<file path="config.mk">
export PLATFORM = sky130hd
export DESIGN_NAME = utf8_string_hash
export DESIGN_NICKNAME = d
export VERILOG_FILES = /design/src/rtl/core/uhash_pkg.sv /design/src/rtl/core/utf8_string_hash.sv /design/src/rtl/core/uhash_front.sv /design/src/rtl/core/uhash_queue.sv /design/src/rtl/core/uhash_back.sv
export SDC_FILE = /design/constraint.sdc
export NUM_CORES = 1
export LEC_CHECK = 0
export BUFFER_PORTS_ARGS = -buffer_cell sky130_fd_sc_hd__clkbuf_2
export CORE_ASPECT_RATIO = 1.2
export CORE_MARGIN = 1
export CORE_UTILIZATION = 65
export DETAILED_ROUTE_END_ITERATION = 8
export GPL_TIMING_DRIVEN = 0
export HOLD_SLACK_MARGIN = 0.08
export PLACE_DENSITY_LB_ADDON = 0.2
export SLEW_MARGIN = 25
export SYNTH_ARGS = -nofsm -noshare
export SYNTH_HDL_FRONTEND = slang
export SYNTH_SLANG_ARGS = --single-unit
</file>
<file path="constraint.sdc">
create_clock -name clk -period 7.35 [get_ports clk]
set_input_delay 1.1025 -clock clk [delete_from_list [all_inputs] [get_ports clk]]
set_output_delay 1.1025 -clock clk [all_outputs]
set_load 0.1 [all_outputs]
</file>
<file path="src/rtl/core/uhash_pkg.sv">
// ----------------------------------------------------------------------------
// uhash_pkg
// Shared types and constants for the UTF-8 string hash block: decode phases,
// the queue entry that carries one code unit or an end-of-string mark, and
// the queue sizing.
// ----------------------------------------------------------------------------
`default_nettype none

package uhash_pkg;

  // Hash accumulator width default (range 16 to 64)
  localparam int HASH_WIDTH_DEFAULT = 32;

  // Output field width, fixed by the port
  localparam int HASH_OUT_WIDTH = 32;

  // Raw byte and decoded code unit widths
  localparam int BYTE_WIDTH = 8;
  localparam int UNIT_WIDTH = 16;

  // Payload widths of lead and continuation bytes
  localparam int LEAD_WIDTH   = 5;
  localparam int MIDDLE_WIDTH = 6;

  // Byte classification bit positions
  localparam int MULTI_BIT = 7;
  localparam int THREE_BIT = 5;

  // Multiplier 37 = 32 + 4 + 1, applied as shift-add
  localparam int MULT_SHIFT_HI = 5;
  localparam int MULT_SHIFT_LO = 2;

  // Queue between decoder and hash engine; depth is a power of two
  localparam int QUEUE_DEPTH = 4;
  localparam int QUEUE_PTR_W = $clog2(QUEUE_DEPTH);
  localparam int QUEUE_CNT_W = $clog2(QUEUE_DEPTH + 1);

  // Decoder phases
  typedef enum logic [1:0] {
    PH_LEAD       = 2'd0,
    PH_TWO_LAST   = 2'd1,
    PH_THREE_MID  = 2'd2,
    PH_THREE_LAST = 2'd3
  } phase_t;

  // One queue entry: a code unit to fold, or the end of the string
  typedef struct packed {
    logic                  last;
    logic [UNIT_WIDTH-1:0] unit;
  } unit_entry_t;

endpackage

`default_nettype wire

</file>
<file path="src/rtl/core/utf8_string_hash.sv">
// ----------------------------------------------------------------------------
// utf8_string_hash
// Hashes zero-terminated strings given in modified UTF-8, one byte a beat.
// ----------------------------------------------------------------------------
// Feed string bytes on the byte channel; a zero byte in lead position ends
// the string and yields one beat on the hash channel holding the final
// hash (hash = hash*37 + code unit, modulo 2^HASH_WIDTH), after which the
// state is back at reset. A zero byte in continuation position is payload.
// The block takes one byte per cycle with no gaps, and the hash engine
// folds one code unit per cycle from a four-entry queue; the terminating
// byte's end mark passes through the queue into the output register. The
// byte side stalls only when that queue is full,
// which happens only while a finished hash waits on a stalled hash channel.
// ----------------------------------------------------------------------------
`default_nettype none

module utf8_string_hash
  import uhash_pkg::*;
#(
  parameter int HASH_WIDTH = HASH_WIDTH_DEFAULT
) (
  input  wire logic                      clk,
  input  wire logic                      rst,
  input  wire logic                      byte_valid,
  output      logic                      byte_stall,
  input  wire logic [BYTE_WIDTH-1:0]     byte_value,
  output      logic                      hash_valid,
  input  wire logic                      hash_stall,
  output      logic [HASH_OUT_WIDTH-1:0] hash_value
);

  logic        push;
  unit_entry_t push_entry;
  logic        pop;
  logic        queue_full;
  logic        queue_empty;
  unit_entry_t head;

  // Decode bytes into code units
  uhash_front u_front (
    .clk        (clk),
    .rst        (rst),
    .byte_valid (byte_valid),
    .byte_stall (byte_stall),
    .byte_value (byte_value),
    .queue_full (queue_full),
    .push       (push),
    .push_entry (push_entry)
  );

  // Buffer units between decoder and hash engine
  uhash_queue u_queue (
    .clk        (clk),
    .rst        (rst),
    .push       (push),
    .push_entry (push_entry),
    .pop        (pop),
    .full       (queue_full),
    .empty      (queue_empty),
    .head       (head)
  );

  // Fold units and deliver the hash
  uhash_back #(
    .HASH_WIDTH (HASH_WIDTH)
  ) u_back (
    .clk         (clk),
    .rst         (rst),
    .queue_empty (queue_empty),
    .head        (head),
    .pop         (pop),
    .hash_valid  (hash_valid),
    .hash_stall  (hash_stall),
    .hash_value  (hash_value)
  );

endmodule

`default_nettype wire

</file>
<file path="src/rtl/core/uhash_front.sv">
// ----------------------------------------------------------------------------
// uhash_front
// Byte decoder. Accepts one string byte per beat, tracks the modified UTF-8
// phase and pushes a complete code unit, or an end-of-string mark, into the
// queue.
// ----------------------------------------------------------------------------
`default_nettype none

module uhash_front
  import uhash_pkg::*;
(
  input  wire logic                  clk,
  input  wire logic                  rst,
  input  wire logic                  byte_valid,
  output      logic                  byte_stall,
  input  wire logic [BYTE_WIDTH-1:0] byte_value,
  input  wire logic                  queue_full,
  output      logic                  push,
  output      unit_entry_t           push_entry
);

  phase_t                  phase, phase_next;
  logic [LEAD_WIDTH-1:0]   lead_bits, lead_bits_next;
  logic [MIDDLE_WIDTH-1:0] middle_bits, middle_bits_next;
  logic                    accept;
  logic                    emit;

  // Hold the byte while the queue has no room
  assign byte_stall = queue_full;
  assign accept     = byte_valid && !queue_full;
  assign push       = accept && emit;

  // Decode the byte against the current phase
  always_comb begin
    phase_next       = phase;
    lead_bits_next   = lead_bits;
    middle_bits_next = middle_bits;
    emit             = 1'b0;
    push_entry       = '0;
    unique case (phase)
      PH_LEAD: begin
        if (byte_value == '0) begin
          // end of string: flush the hash
          emit            = 1'b1;
          push_entry.last = 1'b1;
        end else if (!byte_value[MULTI_BIT]) begin
          emit            = 1'b1;
          push_entry.unit = UNIT_WIDTH'(byte_value);
        end else if (!byte_value[THREE_BIT]) begin
          lead_bits_next = byte_value[LEAD_WIDTH-1:0];
          phase_next     = PH_TWO_LAST;
        end else begin
          lead_bits_next = {1'b0, byte_value[LEAD_WIDTH-2:0]};
          phase_next     = PH_THREE_MID;
        end
      end
      PH_TWO_LAST: begin
        emit            = 1'b1;
        push_entry.unit = UNIT_WIDTH'({lead_bits, byte_value[MIDDLE_WIDTH-1:0]});
        lead_bits_next  = '0;
        phase_next      = PH_LEAD;
      end
      PH_THREE_MID: begin
        middle_bits_next = byte_value[MIDDLE_WIDTH-1:0];
        phase_next       = PH_THREE_LAST;
      end
      PH_THREE_LAST: begin
        emit             = 1'b1;
        push_entry.unit  = {lead_bits[LEAD_WIDTH-2:0], middle_bits,
                            byte_value[MIDDLE_WIDTH-1:0]};
        lead_bits_next   = '0;
        middle_bits_next = '0;
        phase_next       = PH_LEAD;
      end
      default: begin
        phase_next = PH_LEAD;
      end
    endcase
  end

  // Advance the phase on each accepted beat
  always_ff @(posedge clk) begin
    if (rst) begin
      phase       <= PH_LEAD;
      lead_bits   <= '0;
      middle_bits <= '0;
    end else if (accept) begin
      phase       <= phase_next;
      lead_bits   <= lead_bits_next;
      middle_bits <= middle_bits_next;
    end
  end

endmodule

`default_nettype wire

</file>
<file path="src/rtl/core/uhash_queue.sv">
// ----------------------------------------------------------------------------
// uhash_queue
// Short FIFO of decoded code units between the decoder and the hash engine.
// Push and pop may happen in the same cycle.
// ----------------------------------------------------------------------------
`default_nettype none

module uhash_queue
  import uhash_pkg::*;
(
  input  wire logic        clk,
  input  wire logic        rst,
  input  wire logic        push,
  input  wire unit_entry_t push_entry,
  input  wire logic        pop,
  output      logic        full,
  output      logic        empty,
  output      unit_entry_t head
);

  unit_entry_t            entries [QUEUE_DEPTH];
  logic [QUEUE_PTR_W-1:0] wr_ptr;
  logic [QUEUE_PTR_W-1:0] rd_ptr;
  logic [QUEUE_CNT_W-1:0] count;

  assign full  = (count == QUEUE_CNT_W'(QUEUE_DEPTH));
  assign empty = (count == '0);
  assign head  = entries[rd_ptr];

  // Store the pushed entry
  always_ff @(posedge clk) begin
    if (push) begin
      entries[wr_ptr] <= push_entry;
    end
  end

  // Advance pointers and track fill; pointers wrap at the power-of-two depth
  always_ff @(posedge clk) begin
    if (rst) begin
      wr_ptr <= '0;
      rd_ptr <= '0;
      count  <= '0;
    end else begin
      if (push) begin
        wr_ptr <= wr_ptr + 1'b1;
      end
      if (pop) begin
        rd_ptr <= rd_ptr + 1'b1;
      end
      if (push && !pop) begin
        count <= count + 1'b1;
      end else if (pop && !push) begin
        count <= count - 1'b1;
      end
    end
  end

endmodule

`default_nettype wire

</file>
<file path="src/rtl/core/uhash_back.sv">
// ----------------------------------------------------------------------------
// uhash_back
// Hash engine. Pops one code unit per cycle while the queue is not empty,
// folds it as hash*37 + unit with shift-add, and on the end-of-string mark,
// once the output register is free, loads it and clears the accumulator.
// ----------------------------------------------------------------------------
`default_nettype none

module uhash_back
  import uhash_pkg::*;
#(
  parameter int HASH_WIDTH = HASH_WIDTH_DEFAULT
) (
  input  wire logic                      clk,
  input  wire logic                      rst,
  input  wire logic                      queue_empty,
  input  wire unit_entry_t               head,
  output      logic                      pop,
  output      logic                      hash_valid,
  input  wire logic                      hash_stall,
  output      logic [HASH_OUT_WIDTH-1:0] hash_value
);

  logic [HASH_WIDTH-1:0]                accumulator;
  logic [HASH_WIDTH-1:0]                accumulator_next;
  logic [HASH_WIDTH+HASH_OUT_WIDTH-1:0] acc_ext;
  logic                                 out_free;

  // The output register is free when empty or being taken this cycle
  assign out_free = !hash_valid || !hash_stall;
  assign pop      = !queue_empty && (!head.last || out_free);

  // Fold: hash*37 + unit, wrapping at HASH_WIDTH
  assign accumulator_next = (accumulator << MULT_SHIFT_HI) + (accumulator << MULT_SHIFT_LO)
                          + accumulator + HASH_WIDTH'(head.unit);

  // Zero-extend or truncate the accumulator to the output field
  assign acc_ext = {{HASH_OUT_WIDTH{1'b0}}, accumulator};

  // Update the accumulator
  always_ff @(posedge clk) begin
    if (rst) begin
      accumulator <= '0;
    end else if (pop) begin
      if (head.last) begin
        accumulator <= '0;
      end else begin
        accumulator <= accumulator_next;
      end
    end
  end

  // Load and drop the result beat
  always_ff @(posedge clk) begin
    if (rst) begin
      hash_valid <= 1'b0;
    end else if (pop && head.last) begin
      hash_valid <= 1'b1;
    end else if (!hash_stall) begin
      hash_valid <= 1'b0;
    end
  end

  always_ff @(posedge clk) begin
    if (pop && head.last) begin
      hash_value <= acc_ext[HASH_OUT_WIDTH-1:0];
    end
  end

endmodule

`default_nettype wire
</file>
==> impl_metrics.tcl, run 1 <==
set metrics [dict create \
    place_congestion 0.9047 \
    seq_area_frac_synth_pct 47.33 \
    avgSynthCellArea_um2 11.91 \
    area_delta_synth_final_pct 12.03 \
    overflow 0 \
    end_kind "flop" \
    yosys.area.top_type "edfxtp_1" \
    die_area_mm2 0.01381 \
    hold_slack_ns 0.4705 \
    critPathMaxStageDelay_ns 0.56 \
    ys_seq_elements 155 \
    crit_chain "clkbuf_1 > clkbuf_1 > mux4_2 > inv_1 > fa_1 > fa_1 > inv_1 > ha_1 > clkbuf_1 > a21oi_1 > o21ai_1 > a211oi_1 > o31ai_1 > o32ai_4 > xnor2_1 > a22o_1" \
    leakage_nw 4.049 \
    route.detailed.drc 0 \
    grt_usage_pct 29.26 \
    cts_tree "built" \
    numCtsBuffers 17 \
    cpMostUsedCell "clkbuf_1" \
    utilization_pct 75.67 \
    vias_per_cell 6.073 \
    postRouteAntennaNets 0 \
    die_w_um 107.4 \
    port_buffers 45 \
    rsz0062_at_grt "no" \
    clock_sinks 155 \
    max-cap-violations 0 \
    setup_tns_ns 0 \
    fin_crit_ns 4.904 \
    clock_latency_ns 0.43 \
    place_inst 938 \
    synth-async-reset-ratio_pct 0 \
    clk_pin_slew_ns 0.06 \
    power.density_mw_per_mm2 476.5 \
    cts-root-buf "clkbuf_16" \
    fin_crit_sh_pct 66.73 \
    syn_inst 728 \
    synth-edff-count 100 \
    io_pins 46 \
    status "completed" \
    antenna_found_initial 0 \
    routed_wl_mm 18.53 \
    worst_pin_slew_ns 0.9086 \
    drtIter0Drc 368 \
    crit_required_ns 7.67 \
    cp-start-kind "flop" \
    rows 45 \
    antenna_cells 0 \
    yosysWarningCount 0 \
    syn_area_mm2 0.008671 \
    vias 5885 \
    final-max-slew-violation-count 0 \
    hp-class "flop to flop" \
    worst-path-max-fanout 10 \
    skew_ns 0.006105 \
    slew_headroom_pct 39.43 \
    grt_max_degree 22 \
    cts_resized 0 \
    htreeDepth 4 \
    synth_area_leaders "edfxtp_1 35%, dfxtp_1 13%, fa_1 9.7%" \
    hold_violations 0 \
    die_h_um 128.5 \
    dpl.hpwl_mm 13.71 \
    grt_pass1_vias 6205 \
    routedWlPerCell_um 19.12 \
    synth_top_area_share_pct 34.63 \
    layoutNonFillerInstCount 969 \
    timing.fmax_mhz 203.9 \
    nets 902 \
    cp_data_arrival_time_ns 5.23 \
    dr.pass1.iters 4 \
    max-clock-path-buffers 2 \
    setup_viol 0 \
    initial_core_util_pct 67.54 \
    vdd_drop_max_uv 331.4 \
    drive_above_1_share_pct 14.91 \
    crit_type "flop to flop" \
    cts_hold_buffers 0 \
    synth_ff_type "edfxtp_1" \
    yosysUniqueCellTypes 60 \
    grt_pass1_wl_mm 29.92 \
    core_mm2 0.01284 \
    synth_fp_nets 837 \
    slowest_stage "o31ai_1" \
    post_cts_buffers 0 \
]
## synthesized netlist by cell type, drive strengths merged (2+ instances only)
cell type    n
a211o        4
a211oi       6
a21boi       2
a21o        13
a21oi       54
a22o        11
a22oi       16
a31oi        5
a32oi        2
and2         8
and3        13
and4         3
buf         11
clkbuf      21
dfxtp       55
edfxtp     100
fa          42
ha          55
inv         71
mux2i        5
mux4        17
nand2       33
nand2b       6
nand3        3
nand3b       2
nand4        5
nor2        57
nor2b       11
nor3        11
nor3b        6
nor4         3
o2111ai      4
o211ai       6
o21a         3
o21ai       16
o21bai       3
o31ai        2
or3          5
xnor2       21
xor2         8
## final timing paths
kind	startpoint	end	slack [ns]	depth (start not counted)
max reg2reg	flop	u_back.accumulator[25]$_SDFFE_PP0P_	2.45	16
min reg2reg	u_back.accumulator[10]$_SDFFE_PP0P_	u_back.hash_value[10]$_DFFE_PP_	0.47	0
min	u_back.accumulator[10]$_SDFFE_PP0P_	u_back.hash_value[10]$_DFFE_PP_	0.47	0
max	flop	u_back.accumulator[25]$_SDFFE_PP0P_	2.45	16
## per-layer routing
| metal | share of wire [%] | GRT usage, % |
|---|---|---|
| met1 | 37 | 30.70 |
| met2 | 54 | 54.04 |
| met3 | 4.2 | 5.015 |
| met4 | 5.0 | 18.45 |
| met5 | 0 | 0 |
## cells by family after synthesis
logic type	Yosys count	synth area share (%)
and+or+nand+nor	168	9.625
DFF	155	47.33
AOI/OAI and AO/OA	153	12.57
buffers and inverters	103	4.791
adders and majority gates	97	17.63
xor gates and xnor gates	29	2.929
muxes	23	5.123
## cells in the final DEF, fill, tap and decap left out, drive strengths merged, types with 4 or more instances in the layout
master   netlist  final
clkbuf        21     89
a211o          4      4
nor3b          6      6
o2111ai        4      4
mux2i          5      5
a22oi         16     16
and3          13     13
dfxtp         55     55
ha            55     55
o21ai         16     16
nand2b         6      6
a211oi         6      6
a31oi          5      5
inv           71     72
o211ai         6      6
nor2          57     57
and2           8      8
xnor2         21     21
a21o          13     13
or3            5      5
nand4          5      5
buf           11     12
xor2           8      8
nor2b         11     11
a21oi         54     54
a22o          11     11
nand2         33     33
nor3          11     11
mux4          17     17
clkinv         0      4
edfxtp       100    100
fa            42     42
## cell type report
class / count / area [um2]
Multi-Input combinational cell: 470 / 4164
Sequential cell: 155 / 4104
Fill cell: 845 / 3123
Clock buffer: 23 / 488.0
Inverter: 71 / 266.5
Timing Repair Buffer: 46 / 252.7
Tap cell: 164 / 205.2
Buffer: 32 / 148.9
Clock inverter: 8 / 85.08
## power by group
part	internal [mW]	total, mW	leakage, nW	switching [mW]
Combinational	0.799	2.55	2.34	1.75
Clock	0.501	0.849	0.276	0.347
Sequential	1.12	1.23	1.44	0.111
## state kept, by name, indices dropped and copies added (netlist names), named ones only
signal,flops
u_front.phase,2
u_queue.count,3
u_queue.wr_ptr,2
u_front.middle_bits,6
u_back.accumulator,32
u_front.lead_bits,5
u_back.hash_valid,1
u_back.hash_value,32
u_queue.rd_ptr,2
u_queue.entries,68
## worst max-delay path, delay by kind of cell (launching register included)
| kind | cells | cell delay [ns] |
|---|---|---|
| flip-flops | 1 | 0.31 |
| multiplexers | 1 | 0.41 |
| adder cells (fa/ha/maj) | 3 | 1.23 |
| AO/OA/AOI/OAI | 6 | 1.38 |
| buffers and inverters | 5 | 1.31 |
| XOR/XNOR | 1 | 0.15 |
## through the flow
stage / setup WS [ns] / total power [mW] / area [um2]
2_1_floorplan: 2.865 / 3.236 / 8671
3_3_place_gp: 2.620 / 3.641 / 9101
3_5_place_dp: 2.546 / 3.749 / 9141
4_1_cts: 2.492 / 4.626 / 9714
5_1_grt: 2.159 / 4.914 / 9714
6_report: 2.446 / 4.629 / 9714
Note: power is estimated with default switching activity, not from simulation.
==> run 2, diff against run 1 <==
--- a/config.mk
+++ b/config.mk
@@ -5,10 +5,11 @@
 export SDC_FILE = /design/constraint.sdc
 export NUM_CORES = 1
 export LEC_CHECK = 0
+export ABC_AREA = 1
 export BUFFER_PORTS_ARGS = -buffer_cell sky130_fd_sc_hd__clkbuf_2
 export CORE_ASPECT_RATIO = 1.2
 export CORE_MARGIN = 1
-export CORE_UTILIZATION = 65
+export CORE_UTILIZATION = 62
 export DETAILED_ROUTE_END_ITERATION = 8
 export GPL_TIMING_DRIVEN = 0
 export HOLD_SLACK_MARGIN = 0.08
==> constraint.sdc (replaced) <==
create_clock -name clk -period 4.9 [get_ports clk]
set_input_delay 0.735 -clock clk [delete_from_list [all_inputs] [get_ports clk]]
set_output_delay 0.735 -clock clk [all_outputs]
set_load 0.1 [all_outputs]
==> run 2 against run 1 <==
Global-route usage down 0.067 points. Critical path depth up 4. Final cell count up 40%. Core utilization down 4.1 points. Non-clock buffer count down 6. Via count up 23%. Critical path type unchanged. First-iteration DRC count up 24%. Sequential share of layout area down 2.6 points. Maximum frequency up 18%. Wire length up 12%. Die area up 11%.
==> impl_metrics.tcl, run 2 <==
set metrics [dict create \
    postLayoutSetupSlackWorst_ns 0.7456 \
    die_h_um 135.7 \
    route.detailed.drc 0 \
    final-max-slew-violation-count 0 \
    synth-async-reset-ratio_pct 0 \
    syn_inst 1074 \
    setup_tns_ns 0 \
    final_cell_mix "318 x nand2_1, 174 x inv_1, 100 x edfxtp_1" \
    timing.fmax_mhz 240.7 \
    postRouteAntennaNets 0 \
    grt_max_degree 33 \
    htreeDepth 4 \
    yosysMostFrequentCell "nand2_1" \
    clk_pin_slew_ns 0.07 \
    cp_data_arrival_time_ns 4.45 \
    fin_crit_ns 4.154 \
    fillerInstances 1147 \
    reg_top3 "u_queue.entries x68, u_back.accumulator x32, u_back.hash_value x32" \
    max-cap-violations 0 \
    overflow 0 \
    rr_worst_depth 20 \
    fin_crit_sh_pct 84.78 \
    die_area_mm2 0.01539 \
    min_path_cells 0 \
    place_congestion 0.9315 \
    cts-root-buf "clkbuf_16" \
    numCtsBuffers 17 \
    dp_slack_ns 0.8435 \
    synth_top_area_share_pct 32.52 \
    clock_sinks 155 \
    nets 1250 \
    rows 48 \
    crit_required_ns 5.20 \
    yosysUniqueCellTypes 36 \
    seq_area_frac_synth_pct 44.44 \
    setup_viol 0 \
    routed_wl_mm 20.78 \
    ys_seq_elements 155 \
    area_delta_synth_final_pct 12.21 \
    avgSynthCellArea_um2 8.599 \
    die_w_um 113.4 \
    cp-start-kind "flop" \
    drtIter0Drc 455 \
    grt_pass1_vias 6994 \
    hold_violations 0 \
    synth-edff-count 100 \
    yosysWarningCount 0 \
    ys_top_cells_by_count "318 x nand2_1, 175 x inv_1, 100 x edfxtp_1" \
    port_buffers 44 \
    core_mm2 0.01447 \
    dpl.hpwl_mm 15.79 \
    io_pins 46 \
    largest_reg_flops 68 \
    post_cts_buffers 0 \
    rsz0062_at_grt "no" \
    regMostFlops "u_queue.entries" \
    initial_core_util_pct 63.81 \
    clock_latency_ns 0.44 \
    max-clock-path-buffers 2 \
    vias_per_cell 5.343 \
    cts_resized 0 \
    skew_ns 0.008221 \
    synth_ff_type "edfxtp_1" \
    vias 7234 \
    drive_above_1_share_pct 9.532 \
    syn_area_mm2 0.009235 \
    yosys.area.top_type "edfxtp_1" \
    layout_commonest_cell "nand2_1" \
    synth_fp_nets 1183 \
    status "completed" \
    end_kind "flop" \
    antenna_cells 0 \
    cts_tree "built" \
    crit_type "flop to flop" \
    worst-path-max-fanout 10 \
    worst_pin_slew_ns 0.7003 \
    antenna_found_initial 0 \
    hp-class "flop to flop" \
    slew_headroom_pct 53.26 \
    synth_area_leaders "edfxtp_1 33%, nand2_1 13%, dfxtp_1 12%" \
    cts_hold_buffers 0 \
    routedWlPerCell_um 15.35 \
    dr.pass1.iters 7 \
    grt_usage_pct 29.19 \
    grt_pass1_wl_mm 33.28 \
]
==> run 2: worst paths after layout <==
kind                                           start                                   to  slack, ns
setup reg to reg                                flop  u_back.accumulator[18]$_SDFFE_PP0P_       0.75
hold reg to reg   u_back.accumulator[6]$_SDFFE_PP0P_       u_back.hash_value[6]$_DFFE_PP_       0.45
hold / removal    u_back.accumulator[6]$_SDFFE_PP0P_       u_back.hash_value[6]$_DFFE_PP_       0.45
setup / recovery                                flop  u_back.accumulator[18]$_SDFFE_PP0P_       0.75
==> run 2: worst max-delay path: stages (launching register included) <==
cell and delay [ns]:
dfxtp_1 0.31, buf_4 0.16, clkbuf_1 0.47, a21oi_1 0.17, a32o_1 0.26, fa_1 0.48
inv_1 0.04, ha_1 0.27, ha_1 0.22, inv_1 0.07, fa_1 0.39, inv_1 0.13
nand3_1 0.08, nand3_1 0.19, nand2_1 0.08, nand2_1 0.17, inv_1 0.09, o21ai_0 0.18
nand2_1 0.09, nand3_1 0.10, a21oi_1 0.06
==> run 2: cell type report <==
type                    count  area (um2)  share of cell area [%]
well taps                 200       250.2                   2.415
clock inverters            14       147.6                   1.425
plain buffers              24       126.4                   1.220
inverters                 176       665.6                   6.424
repair buffers             48       269.0                   2.596
multi-input cells         719        4349                   41.97
clock buffers              18       450.4                   4.347
flip-flops and latches    155        4104                   39.60
==> run 2: cell families after synthesis <==
family                   share of synthesized area (%)
AND/OR/NAND/NOR                                  21.37
AO/OA/AOI/OAI                                    8.590
buffers and inverters                            8.576
XOR/XNOR                                        0.4743
adder cells (fa/ha/maj)                          16.56
flip-flops                                       44.44
==> run 2: per-layer routing <==
metal	up-vias	track usage, %	wire length (um)
met5	-	0	0
met4	0	17.69	827
met3	51	4.877	723
met2	190	54.94	11330
met1	3369	30.17	7902
li1	3624	-	-
==> run 2: stage by stage <==
| step | utilization, % | area (um2) | hold slack (ns) | instances |
|---|---|---|---|---|
| 3_3_place_gp | 67.06 | 9706 | 0.4166 | 1318 |
| 6_report | 71.59 | 10360 | 0.4458 | 1354 |
| 3_5_place_dp | 67.46 | 9764 | 0.4247 | 1322 |
| 5_1_grt | 71.59 | 10360 | 0.4608 | 1354 |
| 2_1_floorplan | - | 9235 | 0.4082 | 1074 |
| 4_1_cts | 71.59 | 10360 | 0.4415 | 1354 |
Power of run 2 is left out: the tool's default activity adds up to more than one toggle a clock period on the data nets, which glitch-free logic cannot reach.
